File: config.mk
export PLATFORM = sky130hd
export DESIGN_NAME = sliding_window_average
export DESIGN_NICKNAME = d
export VERILOG_FILES = /design/src/swa_pkg.sv /design/src/swa_ram.sv /design/src/swa_ctrl.sv /design/src/swa_dp.sv /design/src/sliding_window_average.sv
export SDC_FILE = /design/constraint.sdc
export NUM_CORES = 2
export LEC_CHECK = 0
export BUFFER_PORTS_ARGS = -buffer_cell sky130_fd_sc_hd__buf_4
export CORE_MARGIN = 10
export CORE_UTILIZATION = 65
export CTS_BUF_LIST = sky130_fd_sc_hd__clkbuf_4 sky130_fd_sc_hd__clkbuf_8
export CTS_CLUSTER_DIAMETER = 60
export DETAILED_ROUTE_END_ITERATION = 10
export GPL_TIMING_DRIVEN = 0
export PLACE_DENSITY_LB_ADDON = 0.05
export SYNTH_ARGS = -nofsm -noshare
export SYNTH_HDL_FRONTEND = slang
export SYNTH_HIERARCHICAL = 1
export SYNTH_SLANG_ARGS = --single-unit
File: constraint.sdc
create_clock -name clk -period 4.79 [get_ports clk]
set_input_delay 0 -clock clk [delete_from_list [all_inputs] [get_ports clk]]
set_output_delay 0 -clock clk [all_outputs]
set_load 0.05 [all_outputs]
File: src/swa_pkg.sv
// shared constants and control types for the sliding window average block
`default_nettype none
package swa_pkg;

  localparam int CFG_BITS = 7;
  localparam int DEF_MAX_WINDOW = 64;
  localparam int DEF_SAMPLE_BITS = 16;

  // commands from the controller to the datapath
  typedef struct packed {
    logic load_item;
    logic prep;
    logic update;
    logic div_init;
    logic div_step;
    logic out_load;
  } swa_cmd_t;

  // status from the datapath to the controller
  typedef struct packed {
    logic result_due;
    logic out_busy;
  } swa_stat_t;

endpackage
`default_nettype wire

File: src/swa_ram.sv
// generic single-write, single-read ram with registered read data
`default_nettype none
module swa_ram #(
  parameter int WIDTH = 16,
  parameter int DEPTH = 64,
  parameter int ADDR_BITS = (DEPTH > 1) ? $clog2(DEPTH) : 1
) (
  input  wire logic                 clk,
  input  wire logic                 we,
  input  wire logic [ADDR_BITS-1:0] waddr,
  input  wire logic [WIDTH-1:0]     wdata,
  input  wire logic                 re,
  input  wire logic [ADDR_BITS-1:0] raddr,
  output logic      [WIDTH-1:0]     rdata
);

  logic [WIDTH-1:0] mem [DEPTH];

  always_ff @(posedge clk) begin
    if (we) begin
      mem[waddr] <= wdata;
    end
    if (re) begin
      rdata <= mem[raddr];
    end
  end

endmodule
`default_nettype wire

File: src/swa_ctrl.sv
// controller state machine: sequences one item through window update and, when a result is due, division
`default_nettype none
module swa_ctrl #(
  parameter int SUM_BITS = 23
) (
  input  wire logic             clk,
  input  wire logic             rst,
  input  wire logic             s_tvalid,
  output logic                  s_tready,
  input  wire swa_pkg::swa_stat_t stat,
  output swa_pkg::swa_cmd_t     cmd
);
  import swa_pkg::*;

  localparam int CNT_BITS = (SUM_BITS > 1) ? $clog2(SUM_BITS) : 1;

  typedef enum logic [2:0] {
    ST_IDLE,
    ST_PREP,
    ST_UPDATE,
    ST_DIV_INIT,
    ST_DIV,
    ST_OUT
  } state_t;

  state_t state;
  state_t state_next;
  logic [CNT_BITS-1:0] step_cnt;

  assign s_tready = (state == ST_IDLE);

  always_comb begin
    cmd = '0;
    state_next = state;
    case (state)
      ST_IDLE: begin
        if (s_tvalid) begin
          cmd.load_item = 1'b1;
          state_next = ST_PREP;
        end
      end
      ST_PREP: begin
        cmd.prep = 1'b1;
        state_next = ST_UPDATE;
      end
      ST_UPDATE: begin
        cmd.update = 1'b1;
        state_next = stat.result_due ? ST_DIV_INIT : ST_IDLE;
      end
      ST_DIV_INIT: begin
        cmd.div_init = 1'b1;
        state_next = ST_DIV;
      end
      ST_DIV: begin
        cmd.div_step = 1'b1;
        if (step_cnt == '0) begin
          state_next = ST_OUT;
        end
      end
      ST_OUT: begin
        if (!stat.out_busy) begin
          cmd.out_load = 1'b1;
          state_next = ST_IDLE;
        end
      end
      default: begin
        state_next = ST_IDLE;
      end
    endcase
  end

  always_ff @(posedge clk) begin
    if (rst) begin
      state <= ST_IDLE;
      step_cnt <= '0;
    end else begin
      state <= state_next;
      if (state == ST_DIV_INIT) begin
        step_cnt <= CNT_BITS'(SUM_BITS - 1);
      end else if (state == ST_DIV && step_cnt != '0) begin
        step_cnt <= step_cnt - 1'b1;
      end
    end
  end

endmodule
`default_nettype wire

File: src/swa_dp.sv
// datapath: window ram, running sum, fill count, serial divider and output register
`default_nettype none
module swa_dp #(
  parameter int MAX_WINDOW = swa_pkg::DEF_MAX_WINDOW,
  parameter int SAMPLE_BITS = swa_pkg::DEF_SAMPLE_BITS,
  parameter int SUM_BITS = SAMPLE_BITS + $clog2(MAX_WINDOW) + 1
) (
  input  wire logic                          clk,
  input  wire logic                          rst,
  input  wire logic                          cfg_we,
  input  wire logic [swa_pkg::CFG_BITS-1:0]  cfg_data,
  input  wire logic [SAMPLE_BITS-1:0]        sample,
  input  wire logic                          start_of_array,
  input  wire logic                          m_tready,
  output logic                               m_tvalid,
  output logic      [SAMPLE_BITS-1:0]        average,
  input  wire swa_pkg::swa_cmd_t             cmd,
  output swa_pkg::swa_stat_t                 stat
);
  import swa_pkg::*;

  localparam int SLOT_BITS = (MAX_WINDOW > 1) ? $clog2(MAX_WINDOW) : 1;

  logic [CFG_BITS-1:0] win_size;
  logic [CFG_BITS-1:0] w_eff;
  logic signed [SAMPLE_BITS-1:0] sample_q;
  logic start_q;
  logic signed [SUM_BITS-1:0] sum;
  logic [CFG_BITS-1:0] fill;
  logic [SLOT_BITS-1:0] slot;
  logic full_q;

  logic [SLOT_BITS-1:0] slot_eff;
  logic [CFG_BITS-1:0] fill_eff;
  logic [CFG_BITS-1:0] fill_inc;
  logic signed [SUM_BITS-1:0] old_val;
  logic signed [SAMPLE_BITS-1:0] rdata;

  logic neg_q;
  logic [CFG_BITS-1:0] rem;
  logic [SUM_BITS-1:0] quot;
  logic [CFG_BITS:0] trial;

  // size zero acts as one, sizes above the ram depth clamp to it
  always_comb begin
    if (win_size == '0) begin
      w_eff = CFG_BITS'(1);
    end else if (32'(win_size) > MAX_WINDOW) begin
      w_eff = CFG_BITS'(MAX_WINDOW);
    end else begin
      w_eff = win_size;
    end
  end

  always_comb begin
    if (start_q || 32'(slot) >= 32'(w_eff)) begin
      slot_eff = '0;
    end else begin
      slot_eff = slot;
    end
    if (start_q) begin
      fill_eff = '0;
    end else if (fill > w_eff) begin
      fill_eff = w_eff;
    end else begin
      fill_eff = fill;
    end
    fill_inc = fill + 1'b1;
    old_val = full_q ? SUM_BITS'(rdata) : '0;
    trial = {rem, quot[SUM_BITS-1]} - {1'b0, w_eff};
  end

  // valid in the update cycle: a result follows once the window is full
  assign stat.result_due = full_q || (fill_inc == w_eff);
  assign stat.out_busy = m_tvalid && !m_tready;

  swa_ram #(
    .WIDTH(SAMPLE_BITS),
    .DEPTH(MAX_WINDOW),
    .ADDR_BITS(SLOT_BITS)
  ) u_ram (
    .clk  (clk),
    .we   (cmd.update),
    .waddr(slot),
    .wdata(sample_q),
    .re   (cmd.prep),
    .raddr(slot_eff),
    .rdata(rdata)
  );

  always_ff @(posedge clk) begin
    if (rst) begin
      win_size <= CFG_BITS'(1);
      sum <= '0;
      fill <= '0;
      slot <= '0;
      full_q <= 1'b0;
      m_tvalid <= 1'b0;
    end else begin
      if (cfg_we) begin
        win_size <= cfg_data;
        sum <= '0;
        fill <= '0;
        slot <= '0;
      end else if (cmd.prep) begin
        sum <= start_q ? '0 : sum;
        fill <= fill_eff;
        slot <= slot_eff;
        full_q <= (fill_eff == w_eff);
      end else if (cmd.update) begin
        // oldest sample leaves before the new one joins
        sum <= sum - old_val + SUM_BITS'(sample_q);
        fill <= full_q ? fill : fill_inc;
        if (32'(slot) + 1 == 32'(w_eff)) begin
          slot <= '0;
        end else begin
          slot <= slot + 1'b1;
        end
      end
      if (cmd.out_load) begin
        m_tvalid <= 1'b1;
      end else if (m_tready) begin
        m_tvalid <= 1'b0;
      end
    end
  end

  // payload registers
  always_ff @(posedge clk) begin
    if (cmd.load_item) begin
      sample_q <= sample;
      start_q <= start_of_array;
    end
    if (cmd.div_init) begin
      neg_q <= sum[SUM_BITS-1];
      quot <= sum[SUM_BITS-1] ? SUM_BITS'(-sum) : SUM_BITS'(sum);
      rem <= '0;
    end else if (cmd.div_step) begin
      // restoring division on the magnitude, one quotient bit per cycle
      if (!trial[CFG_BITS]) begin
        rem <= trial[CFG_BITS-1:0];
        quot <= {quot[SUM_BITS-2:0], 1'b1};
      end else begin
        rem <= {rem[CFG_BITS-2:0], quot[SUM_BITS-1]};
        quot <= {quot[SUM_BITS-2:0], 1'b0};
      end
    end
    if (cmd.out_load) begin
      average <= neg_q ? SAMPLE_BITS'(-quot) : SAMPLE_BITS'(quot);
    end
  end

  a_no_overwrite: assert property (@(posedge clk) disable iff (rst)
    cmd.out_load |-> (!m_tvalid || m_tready))
    else $error("pending result overwritten");

  a_fill_bound: assert property (@(posedge clk) disable iff (rst)
    cmd.update |=> (fill <= w_eff))
    else $error("fill count above window size");

  a_slot_bound: assert property (@(posedge clk) disable iff (rst)
    cmd.update |=> (32'(slot) < 32'(w_eff)))
    else $error("write slot outside window");

  a_div_after_update: assert property (@(posedge clk) disable iff (rst)
    cmd.div_init |-> $past(cmd.update))
    else $error("division started without a window update");

endmodule
`default_nettype wire

File: src/sliding_window_average.sv
// Moving average over the last window_size signed samples (1 to MAX_WINDOW, size 0 acts
// as 1). Each sample is one transfer on the s_ side; once the window is full every sample
// gives one average on the m_ side (sum over window / size, truncated toward zero), before
// that no result. s_tuser high clears the window before its sample; writing the size
// register also clears it. An item with no result passes through the prepare and update
// states; one with a result then goes through the bit-serial divider, which produces one
// quotient bit per cycle, and waits in the output state until the output register frees
// up. A finished average waits in the output register while the next sample is taken.
`default_nettype none
module sliding_window_average #(
  parameter int MAX_WINDOW = swa_pkg::DEF_MAX_WINDOW,
  parameter int SAMPLE_BITS = swa_pkg::DEF_SAMPLE_BITS
) (
  input  wire logic                                clk,
  input  wire logic                                rst,
  input  wire logic                                cfg_we,
  input  wire logic [swa_pkg::CFG_BITS-1:0]        cfg_data,   // window_size
  input  wire logic                                s_tvalid,
  output logic                                     s_tready,
  input  wire logic [((SAMPLE_BITS+7)/8)*8-1:0]    s_tdata,    // sample
  input  wire logic                                s_tuser,    // start_of_array
  output logic                                     m_tvalid,
  input  wire logic                                m_tready,
  output logic      [((SAMPLE_BITS+7)/8)*8-1:0]    m_tdata     // average
);
  import swa_pkg::*;

  localparam int SUM_BITS = SAMPLE_BITS + $clog2(MAX_WINDOW) + 1;
  localparam int DATA_BITS = ((SAMPLE_BITS + 7) / 8) * 8;

  swa_cmd_t cmd;
  swa_stat_t stat;
  logic [SAMPLE_BITS-1:0] average;

  assign m_tdata = DATA_BITS'(average);

  swa_ctrl #(
    .SUM_BITS(SUM_BITS)
  ) u_ctrl (
    .clk     (clk),
    .rst     (rst),
    .s_tvalid(s_tvalid),
    .s_tready(s_tready),
    .stat    (stat),
    .cmd     (cmd)
  );

  swa_dp #(
    .MAX_WINDOW (MAX_WINDOW),
    .SAMPLE_BITS(SAMPLE_BITS),
    .SUM_BITS   (SUM_BITS)
  ) u_dp (
    .clk           (clk),
    .rst           (rst),
    .cfg_we        (cfg_we),
    .cfg_data      (cfg_data),
    .sample        (s_tdata[SAMPLE_BITS-1:0]),
    .start_of_array(s_tuser),
    .m_tready      (m_tready),
    .m_tvalid      (m_tvalid),
    .average       (average),
    .cmd           (cmd),
    .stat          (stat)
  );

endmodule
`default_nettype wire
# After elaboration in Yosys (flattened, before gate mapping)
# Memory sizes are Yosys's and may differ from the RTL's. A register that Yosys moved wholly into a read port is not among the register bits.
# Index checks and enable logic that the tools add are counted.
[classes] order_cmp=3 n_reduce_logical=19 eq_ne=13 addsub=9 bitwise_logic=1 n_mux=40
[ops] op="23-bit 2-to-1 mux" n=7
[ops] op="7-bit 2-to-1 mux" n=8
[ops] op="32-bit by 7-bit == test with 1-bit output" n=1
[ops] op="6-bit 2-to-1 mux" n=4
[ops] op="23-bit by 16-bit adder with 23-bit output" n=1
[ops] op="23-bit negation" n=1
[ops] op="23-bit subtractor" n=1
[ops] op="3-bit one-hot mux with 6 select lines" n=1
[ops] op="16-bit 2-to-1 mux" n=1
[ops] op="16-bit negation" n=1
[ops] op="7-bit == test" n=2
[ops] op="1-bit 2-to-1 mux" n=13
[ops] op="5-bit 2-to-1 mux" n=2
[ops] op="3-bit 2-to-1 mux" n=3
[ops] op="2-bit nonzero test" n=4
[ops] op="8-bit by 7-bit subtractor with 8-bit output" n=1
[ops] op="6-bit by 1-bit adder with 7-bit output, second input constant" n=1
[ops] op="7-bit by 1-bit adder with 7-bit output, second input constant" n=1
[ops] op="6-bit by 7-bit >= comparator with 1-bit output" n=1
[ops] op="7-bit greater-than comparator" n=1
[ops] op="7-bit greater-than comparator, second input constant" n=1
[ops] op="7-bit logical NOT" n=1
[ops] op="6-bit by 1-bit adder with 6-bit output, second input constant" n=1
[ops] op="3-bit by 2-bit == test with 1-bit output, second input constant" n=2
[ops] op="16 further kinds" n=25
[totals] n_memories=1 in_bits=29 ff_bits=117 ramBits=1024
[mem_list] memory="u_dp.u_ram.mem" words=64 word_bits=16 rd=1 rd_ports_with_merged_regs=1 write_ports=1 line_no="swa_ram.sv:17" rtl="logic [WIDTH-1:0] mem [DEPTH];"

# Depth between registers and ports, before layout
[depth] word_depth=7 ltp_mapped=23 depth_no_buf=18

# Modules after synthesis
# Netlist, hierarchy kept.
[by_module_without_submodules] module="swa_ram" cells_per_inst=1829 instances=1 seq_area_each_um2=31230.0 area_per_inst_um2=40202.3
[by_module_without_submodules] module="swa_dp" cells_per_inst=865 instances=1 seq_area_each_um2=2752.6 area_per_inst_um2=7785.0
[by_module_without_submodules] module="swa_ctrl" cells_per_inst=52 instances=1 seq_area_each_um2=160.2 area_per_inst_um2=457.9

# Least setup slack after synthesis
# Ideal clock, no wire load.
[synth_timing] path_kind="register to register" start="register u_dp.win_size[6]" end="register u_dp.u_ram.rdata[6] (read register of u_dp.u_ram.mem), data pin" required_time_ns=4.530 arrival_ns=4.066 synth_period_minus_slack_ns=4.326 n_path_buf=4 setup_ns=0.260 slack_ns=0.464 path_stages_with_launch=22 cell_sequence="dfxtp_1 -> clkbuf_1 -> inv_1 -> o21ai_0 -> inv_1 -> ha_1 -> nand2b_1 -> a21o_1 -> a21o_1 -> a21o_1 -> a21o_1 -> a21oi_1 -> nor2_1 -> nor3b_1 -> buf_2 -> buf_2 -> buf_2 -> mux4_2 -> nand2_1 -> nand3_1 -> a21oi_1 -> nor4_2"
[synth_via] elab_chain_cells=6 elab_cells_between_ends=7
[synth_rtl] item="from (decl)" line_no="swa_dp.sv:24" rtl="logic [CFG_BITS-1:0] win_size;"
[synth_rtl] item="from (signal assigned)" line_no="swa_dp.sv:101" rtl="win_size <= cfg_data;"
[synth_rtl] item="7-bit greater-than comparator" line_no="swa_dp.sv:48" rtl="end else if (32'(win_size) > MAX_WINDOW) begin"
[synth_rtl] item="7-bit 2-to-1 mux" line_no="swa_dp.sv:48"
[synth_rtl] item="7-bit 2-to-1 mux *" line_no="swa_dp.sv:46" rtl="if (win_size == '0) begin"
[synth_rtl] item="6-bit by 7-bit >= comparator with 1-bit output *" line_no="swa_dp.sv:56" rtl="if (start_q || 32'(slot) >= 32'(w_eff)) begin"
[synth_rtl] item="1-bit logical OR *" line_no="swa_dp.sv:56"
[synth_rtl] item="6-bit 2-to-1 mux *" line_no="swa_dp.sv:56"
[synth_rtl] item="net u_dp.slot_eff[1]" line_no="swa_dp.sv:33" rtl="logic [SLOT_BITS-1:0] slot_eff;"
[synth_rtl] item="to (decl)" line_no="swa_ram.sv:14" rtl="output logic [WIDTH-1:0] rdata"
# Mark *: on every way through the listed nets, which the timed path passes. The rest lies on a longest branch.
# A chain may end at the register's enable or synchronous reset.

# Worst setup path after layout
[layout_timing] start="register u_dp.win_size[3]" end="register u_dp.u_ram.rdata[1] (read register of u_dp.u_ram.mem), data pin"
# The elaborated chain is that of the path after synthesis.

==> results.txt <==
Sequential area share after synthesis = 0.705
Worst Setup End Kind = flip-flop
Tcrit/Tclk final = 1.02
Fill cells = 3915
Die W = 293 um
Async S/R FF share, synth = 0
Total CTS buffers = 179
Util after Layout = 0.783
Worst-path cell chain = or4_4, nor2_4, o21ai_4, inv_2, ha_4, nand2b_4, a21o_1, a21o_1, a21o_1, a21o_1, a21oi_2, nor2_4, nor3_4, buf_6, buf_12, buf_16, buf_16, buf_12, mux4_2, mux2i_4, a22oi_2, a31oi_4, a311oi_2
CTS root buffer = clkbuf_8
Die area = 85900 um^2
CP max stage cell = or4_4
Required @ worst endpoint = 5.35 ns
DR DRC count = 0
H-tree level count = 4
Worst Setup Start Kind = flip-flop
Distinct cells, synth = 86
Initial DRT Pass Iterations = 5
DR iter-0 viols = 3599
Top cell by count, worst path = a21o_1
Tmin final = 4.91 ns
Initial antenna violation count = 2
Core ar. = 74200 um^2
Total net switching power = 5210 uW
Yosys top cell area share = 0.680
Net Sw Frac = 0.242
# setup viols final = 16
Cells after synthesis = 2746
Row cnt = 100
Area delta synth->final = 20.0%
Setup CP Type = reg -> reg
Vias in the first global route = 28648
Fin cells = 4273
Share of cells above drive strength 1 = 0.307
MaxCap Viol Count = 0
Top Ports = 47
Worst Slack Setup Final = -0.118 ns
Dpl cell area = 51900 um^2
Global-route wire length before repair = 193000 um
Top-count cell post-synth = edfxtp_1
Reg clk slew, reported paths = 0.07 ns
Slew Limit Fails = 0
Wire per inst = 31.1 um
Clock latency on the worst-skew pair = 0.86 ns
Setup TNS = -1.37 ns
Placed cells = 3850
Critical path arrival = 5.47 ns
Hold Violations, Final = 0
WL met3 = 14200 um
Cell taking the most area after synthesis = edfxtp_1
EDFF count, synth = 1097
CP peak stage delay = 0.55 ns
Top post-synthesis cells by area = edfxtp_1 (68%), mux4_2 (10%), dfxtp_1 (2.5%), mux2i_1 (2.2%), ha_1 (1.3%)
PD cells = 370 nW/um^2
Commonest cells post-synth = edfxtp_1 (1097), mux4_2 (220), nor2_1 (152)
Max-slew headroom = 0.279
Total track usage = 0.312
Logic pwr share = 0.093
Worst hold path type = in -> reg
Vias = 28661
CTS tree = built
Syn avg cell area = 17.6 um^2
Sequential cell fraction of total power = 0.535
Synthesized Nets = 2847
Post-route ant nets = 0
Max Clock Skew = 0.0669 ns
Total wire length = 133000 um
Design area = 58100 um^2
Met1 WL = 48400 um
Internal power = 16300 uW
Routability Congestion = 0.944
Primary FF master, synth = edfxtp_1
Synthesized cell area = 48400 um^2
Port Buf Inserts = 46
Gr ovfl total = 0
Clock power share = 0.372
Leak Pwr = 0.0189 uW
CTS max path bufs = 3
Synth Warn # = 6
Final hold slack = 0.230 ns
Worst Tran Pin Value = 1.08 ns
Outcome = finished, violations left
CP max FO = 7
DR WL met2 = 64000 um
Overall die height = 293 um
Clk sinks = 1157
Drt via density = 6.71
Hpwl dp = 88600 um
Violated checks = negative setup slack
Highest Signal Layer = met4
Max rail drop VDD = 328 uV
Largest net degree at the start of global routing = 33
Unrepaired setup endpoints after global routing = yes
Max Clock Freq = 0.204 GHz
Initial core utilization = 0.653
Seq cells post-synth = 1157
Layout net count = 3266
-- cell type report --
type,instances,area [um^2],share of cell area
flip-flops and latches,1157,34100,0.588
multi-input cells,1335,14400,0.247
repair buffers,238,3230,0.0555
clock buffers,233,2880,0.0495
plain buffers,140,1290,0.0223
well taps,969,1210,0.0209
clock inverters,85,562,0.00967
inverters,114,432,0.00743
diodes,2,5.00,0.0000861
-- logic make-up (layout without fill, tap and decap cells) --
| kind of cell | Yosys count | after routing | share of synthesized area |
|---|---|---|---|
| DFF | 1157 | 1157 | 0.705 |
| and+or+nand+nor | 482 | 482 | 0.0493 |
| muxes | 357 | 357 | 0.133 |
| AOI/OAI and AO/OA | 347 | 347 | 0.0497 |
| buffers and inverters | 254 | 810 | 0.0274 |
| xor gates and xnor gates | 77 | 77 | 0.0141 |
| adders and majority gates | 72 | 72 | 0.0222 |
| other | 0 | 2 | 0 |
-- worst max-delay path: cells and delay by family, from the launching register on --
kind	cells	cell delay, ns
simple gates	5	1.01
compound gates	9	1.48
mux	2	0.75
fa+ha+maj	1	0.20
flops	1	0.32
buf+inv	6	0.82
-- state kept, by name, summed over array words and instances (netlist names), 3 cells and up --
name	flops
u_dp/sum	23
u_dp/fill	7
u_dp/slot	6
u_dp/sample_q	16
u_ctrl/step_cnt	5
u_dp/quot	23
u_dp/average	16
u_dp/rem	7
u_ctrl/state	3
u_dp/win_size	7
u_dp/u_ram/mem	1024
u_dp/u_ram/rdata	16
-- metrics by stage --
stage | worst slack [ns] | total power (uW)
floorplan | 0.464 | 12800
global placement | -1.75 | 13300
detailed placement | -1.82 | 13500
CTS | -0.139 | 21500
global route | -0.230 | 22200
finish | -0.118 | 21500
-- power groups by stage --
stage | combinational (uW) | clock [uW] | sequential (uW)
global placement | 1330 | 0 | 12000
floorplan | 1050 | 0 | 11700
CTS | 1960 | 8050 | 11500
detailed placement | 1840 | 0 | 11700
global route | 2160 | 8530 | 11500
finish | 2000 | 7980 | 11500
-- cells in the final DEF (no fill, tap or decap), drive strengths merged, types with 17 or more instances in the layout --
master / n
fa: 23
a221oi: 17
nor2b: 42
a22oi: 49
a21oi: 80
mux4: 224
nand4: 23
mux2i: 105
inv: 123
xnor2: 62
dfxtp: 60
dlygate4sd3: 66
mux2: 28
edfxtp: 1097
nand3: 45
o21ai: 49
nand2b: 19
nand2: 104
clkbuf: 290
nor2: 155
ha: 49
buf: 253
clkinv: 70
and2: 20
a21o: 18
a211oi: 20
nor3: 17
-- path summary, 6_finish.rpt --
path                                 start                       endpoint  slack, ns  cells past startpoint
min reg2reg      u_dp/sum[14]$_SDFFE_PP0P_      u_dp/sum[14]$_SDFFE_PP0P_       0.46                      2
max reg2reg  u_dp/win_size[3]$_SDFFE_PP0P_  u_dp/u_ram/rdata[1]$_DFFE_PP_      -0.12                     23
max          u_dp/win_size[3]$_SDFFE_PP0P_  u_dp/u_ram/rdata[1]$_DFFE_PP_      -0.12                     23
min                               m_tready   u_ctrl/state[2]$_SDFFE_PP0P_       0.23                      6
-- timing repair --
item | 4_1_cts | 5_1_grt
setup endpoints to repair | 16 | 16
gates cloned | 6 | 0
hold buffers | 66 | 0
hold endpoints to repair | 65 | 0
resized for setup | 274 | 75
setup buffers | 23 | 9
pin swaps | 40 | 32
-- per-layer routing --
| metal | up-vias | track usage |
|---|---|---|
| met3 | 355 | 0.0671 |
| met1 | 14662 | 0.417 |
| met5 | - | 0 |
| met4 | 0 | 0.142 |
| met2 | 1862 | 0.493 |
| li1 | 11782 | - |
(Power assumes the default switching activity.)
